## config.mk

```make
export PLATFORM = sky130hd
export DESIGN_NAME = fem_mix
export DESIGN_NICKNAME = d
export VERILOG_FILES = /design/src/rtl/fem_pkg.sv /design/src/rtl/fem_mix.sv
export SDC_FILE = /design/constraint.sdc
export NUM_CORES = 1
export LEC_CHECK = 0
export BUFFER_PORTS_ARGS = -buffer_cell sky130_fd_sc_hd__buf_2
export CORE_ASPECT_RATIO = 0.9
export CORE_MARGIN = 2
export CORE_UTILIZATION = 50
export DETAILED_ROUTE_END_ITERATION = 10
export GPL_TIMING_DRIVEN = 0
export MAX_ROUTING_LAYER = met4
export PLACE_DENSITY = 0.68
export SLEW_MARGIN = 30
export SYNTH_ARGS = -nofsm -noshare
export SYNTH_HDL_FRONTEND = slang
export SYNTH_SLANG_ARGS = --single-unit
export TNS_END_PERCENT = 5
```

## constraint.sdc

```tcl
create_clock -name vclk -period 18.7
set_input_delay 3.74 -clock vclk [all_inputs]
set_output_delay 3.74 -clock vclk [all_outputs]
set_load 0.02 [all_outputs]
```

## src/rtl/fem_pkg.sv

```systemverilog
`default_nettype none

package fem_pkg;

  // delay line geometry
  localparam int DELAY_DEPTH = 8192;
  localparam int ADDR_W      = $clog2(DELAY_DEPTH);

  // field widths
  localparam int SAMPLE_W = 16;
  localparam int LEN_W    = 13;
  localparam int GAIN_W   = 8;
  localparam int WIDE_W   = 22;

  // register reset values
  localparam logic [LEN_W-1:0]  DELAY_LENGTH_RST = LEN_W'(64);
  localparam logic [GAIN_W-1:0] MIC_GAIN_RST     = GAIN_W'(50);
  localparam logic [GAIN_W-1:0] MUSIC_GAIN_RST   = GAIN_W'(30);

  // saturation limits
  localparam logic signed [SAMPLE_W-1:0] SAMPLE_MAX = 16'sh7fff;
  localparam logic signed [SAMPLE_W-1:0] SAMPLE_MIN = 16'sh8000;

  typedef enum logic [1:0] {
    REG_ECHO_RUNNING = 2'd0,
    REG_DELAY_LENGTH = 2'd1,
    REG_MIC_GAIN     = 2'd2,
    REG_MUSIC_GAIN   = 2'd3
  } reg_idx_t;

  typedef logic [ADDR_W-1:0] addr_t;
  typedef logic signed [SAMPLE_W-1:0] sample_t;

  // access request from the datapath to the delay line
  typedef struct packed {
    logic    rd_en;
    addr_t   rd_addr;
    logic    wr_en;
    addr_t   wr_addr;
    sample_t wr_data;
  } dl_req_t;

  typedef struct packed {
    sample_t out_left;
    sample_t out_right;
    sample_t feedback;
  } mix_res_t;

  // highest usable index, clamped to the store
  function automatic addr_t eff_len(input logic [LEN_W-1:0] len);
    if (32'(len) >= DELAY_DEPTH) begin
      return ADDR_W'(DELAY_DEPTH - 1);
    end
    return ADDR_W'(len);
  endfunction

  function automatic sample_t sat16(input logic signed [WIDE_W-1:0] v);
    if (v > WIDE_W'(SAMPLE_MAX)) begin
      return SAMPLE_MAX;
    end
    if (v < WIDE_W'(SAMPLE_MIN)) begin
      return SAMPLE_MIN;
    end
    return v[SAMPLE_W-1:0];
  endfunction

endpackage

`default_nettype wire

```

## src/rtl/fem_mix.sv

```systemverilog
`default_nettype none

module fem_mix (
  input  wire fem_pkg::sample_t          tap,
  input  wire fem_pkg::sample_t          mic_left,
  input  wire fem_pkg::sample_t          mic_right,
  input  wire fem_pkg::sample_t          music_left,
  input  wire fem_pkg::sample_t          music_right,
  input  wire logic                      music_present,
  input  wire logic [fem_pkg::GAIN_W-1:0] mic_gain,
  input  wire logic [fem_pkg::GAIN_W-1:0] music_gain,
  output fem_pkg::mix_res_t              res
);

  logic signed [16:0] tap_mic;
  logic signed [25:0] wet_prod;
  logic signed [24:0] mus_l_prod;
  logic signed [24:0] mus_r_prod;
  fem_pkg::sample_t   wet;
  logic signed [fem_pkg::WIDE_W-1:0] sum_l;
  logic signed [fem_pkg::WIDE_W-1:0] sum_r;
  logic signed [16:0] fb_sum;

  // the dropped low bits give floor division by sixteen
  assign tap_mic    = {tap[15], tap} + {mic_left[15], mic_left};
  assign wet_prod   = tap_mic * $signed({1'b0, mic_gain});
  assign mus_l_prod = music_left * $signed({1'b0, music_gain});
  assign mus_r_prod = music_right * $signed({1'b0, music_gain});

  assign wet   = fem_pkg::sat16(wet_prod[25:4]);
  assign sum_l = {mus_l_prod[24], mus_l_prod[24:4]} + {{6{wet[15]}}, wet};
  assign sum_r = {mus_r_prod[24], mus_r_prod[24:4]} + {{6{wet[15]}}, wet};

  // half the tap, rounded down, plus the right mic
  assign fb_sum = {tap[15], tap[15], tap[15:1]} + {mic_right[15], mic_right};

  always_comb begin
    res.feedback = fem_pkg::sat16({{5{fb_sum[16]}}, fb_sum});
    if (music_present) begin
      res.out_left  = fem_pkg::sat16(sum_l);
      res.out_right = fem_pkg::sat16(sum_r);
    end else begin
      res.out_left  = wet;
      res.out_right = wet;
    end
  end

endmodule

`default_nettype wire

```

==> results.md <==
- Status: finished clean
- Final min period: 18.32 ns
- RePlAce Congestion: 0.9401
- Gr usage total: between 20% and 30%
- Final Cycle Share: roughly 98%
- First-pass GRT wire length: roughly 84000 um
- Crit-path slowest cell: fa_1
- Worst slew pin tran: 0.9811 ns
- Crit path DAT: about 15 ns
- Initial DRC Count: roughly 1200
- Global route overflow: 0
- FF/Latch Area: 0 um^2
- Wire per inst: approximately 17 um
- Crit path max-delay family: compound AO/OA/AOI/OAI gates
- Via density: 5.502
- Worst path depth: 55
- Critical path data required time: 14.96 ns
- Row cnt: 67
- Total core area: 37140 um^2
- Final Hold Vio Count: 0
- Chip width: 208.2 um
- Post-synthesis sequential area ratio: 0%
- Largest net degree at the start of global routing: 22
- Worst path most repeated cell: a21oi_1
- Initial Util: 50.50%
- Seq cells: 0
- MaxCap Viol Count: 0
- Net total in the final layout: roughly 3200
- Io pins: between 100 and 150
- Cells after Synth: 2367
- Drt total wl: between 50000 and 60000 um
- Worst setup EP type: output port
- Via Count: between 15000 and 20000
- Slew Limit Headroom: between 30% and 40%
- Full die area: slightly below 40000 um^2
- Layout cells sized above 1: between 10% and 20%
- Worst Hold Class: in -> out
- Worst Path Buf+Inv: 10
- Critical Path Fanout Max: 10
- Layout clock buffers: 0
- DR pass1 iterations: 6
- Final setup viols: 0
- Worst path max stage delay: 0.57 ns
- Crit path launch type: input port
- Area Growth Syn to Fin: 11.52%
- Yosys warning count: 0
- Height of the die: between 150 and 200 um
- Fmax: 0.05459 GHz
- Netlist Area Pre-Place: 18760 um^2
- Post-Place Cell Area: around 20000 um^2
- Cell variety after synth: between 80 and 90
- Remaining routing DRC violations: 0
- Port Buffers: 140
- Hold-fix buffer count after cts: 0
- Filler Cell Count: 3469
- Vias in the first global route: approximately 17000
- DPL Wire Length: 43060 um
- Min-Delay Path Depth: 5
- CP Class: in -> out
- Synth Area per Inst: 7.924 um^2
- Syn nets: 2994
- RSZ-0062 raised after global routing: yes
- Finished Cell Area: between 20000 and 25000 um^2
- Initial antenna violation count: 1
- Final max-slew violation count: 0
- Post-route ant nets: 0
## cell usage after synthesis (all sizes together), types with 19 or more instances
library cell  number  area share (%)
nor3              25            0.67
o21bai            26             1.0
fa               314              34
a21oi            152             4.1
o21a              20            0.81
nor2              81             1.7
a21o              49             2.0
xor2              46             2.1
o21ai             71             1.9
clkbuf            54             1.1
nand2            263             5.3
xnor2             78             3.6
inv              479             9.6
nand3             25            0.67
and2             220             7.3
ha               216              14
nand4             19            0.63
## cell usage in the layout (no fill, tap or decap), types with 15 or more instances in the layout
cell type,count
xnor2_1,73
a21o_1,49
nand2_1,259
inv_1,475
xor2_1,45
and2_1,220
o21ai_0,41
nand2b_1,15
buf_4,38
ha_1,207
fa_1,313
nor2b_1,18
nor2_1,77
buf_2,136
a21oi_2,22
o211ai_1,16
o21a_1,19
a21oi_1,128
nand3_1,24
clkbuf_1,46
nor3_1,23
o21bai_1,25
nand4_1,19
## path summary, 6_finish.rpt
path                         start  endpoint  slack, ns
worst max-delay path        tap[1]   res[41]       0.38
worst min-delay path  mic_right[0]    res[0]       8.03
## cells by family after synthesis
group                      count (synthesis)  synth area share (%)
xor gates and xnor gates                 124                 5.791
buffers and inverters                    549                 11.22
AOI/OAI and AO/OA                        445                 15.49
muxes                                      4                0.2268
and+or+nand+nor                          715                 19.35
adders and majority gates                530                 47.93
## cell type report
| class | instances | area [um^2] | share of cell area (%) |
|---|---|---|---|
| Multi-Input combinational cell | 1818 | 17210 | 82.29 |
| Tap cell | 483 | 604.3 | 2.889 |
| Inverter | 480 | 1807 | 8.638 |
| Timing Repair Buffer | 167 | 969.7 | 4.636 |
| Buffer | 63 | 317.8 | 1.519 |
| Antenna cell | 2 | 5.005 | 0.02393 |
## through the flow
stage | utilization, % | TNS [ns] | hold WS [ns] | instances | setup WS, ns
after global routing | 56.32 | -1.929 | 8.111 | 3012 | -0.1475
final | 56.32 | 0 | 8.031 | 3013 | 0.3811
after global placement | 54.02 | -33.15 | 7.992 | 2990 | -1.352
after detailed placement | 54.02 | -36.26 | 8.032 | 2990 | -1.413
after floorplan | - | 0 | 7.849 | 2367 | 0.8024
after CTS | 54.53 | 0 | 8.031 | 2994 | 0.02711
## tightest hold or removal path: stages
cell and delay, ns:
buf_2 0.08, ha_1 0.11, inv_1 0.03, o21ai_0 0.16, buf_2 0.18
## routing by layer
layer | wire (um) | GRT usage [%]
met2 | 23580 | 43.82
met4 | 1548 | 6.890
met5 | 0 | -
met1 | 22540 | 36.49
met3 | 2563 | 2.177
## repair_timing
action	in CTS	in global routing
setup buffers	6	18
gates resized for setup	50	115
pin swaps	9	46
endpoints found under the setup margin	32	32
cloned	0	3
Power is not shown: default switching activity piles up to over one toggle a cycle in this logic, so the estimate is an artifact.
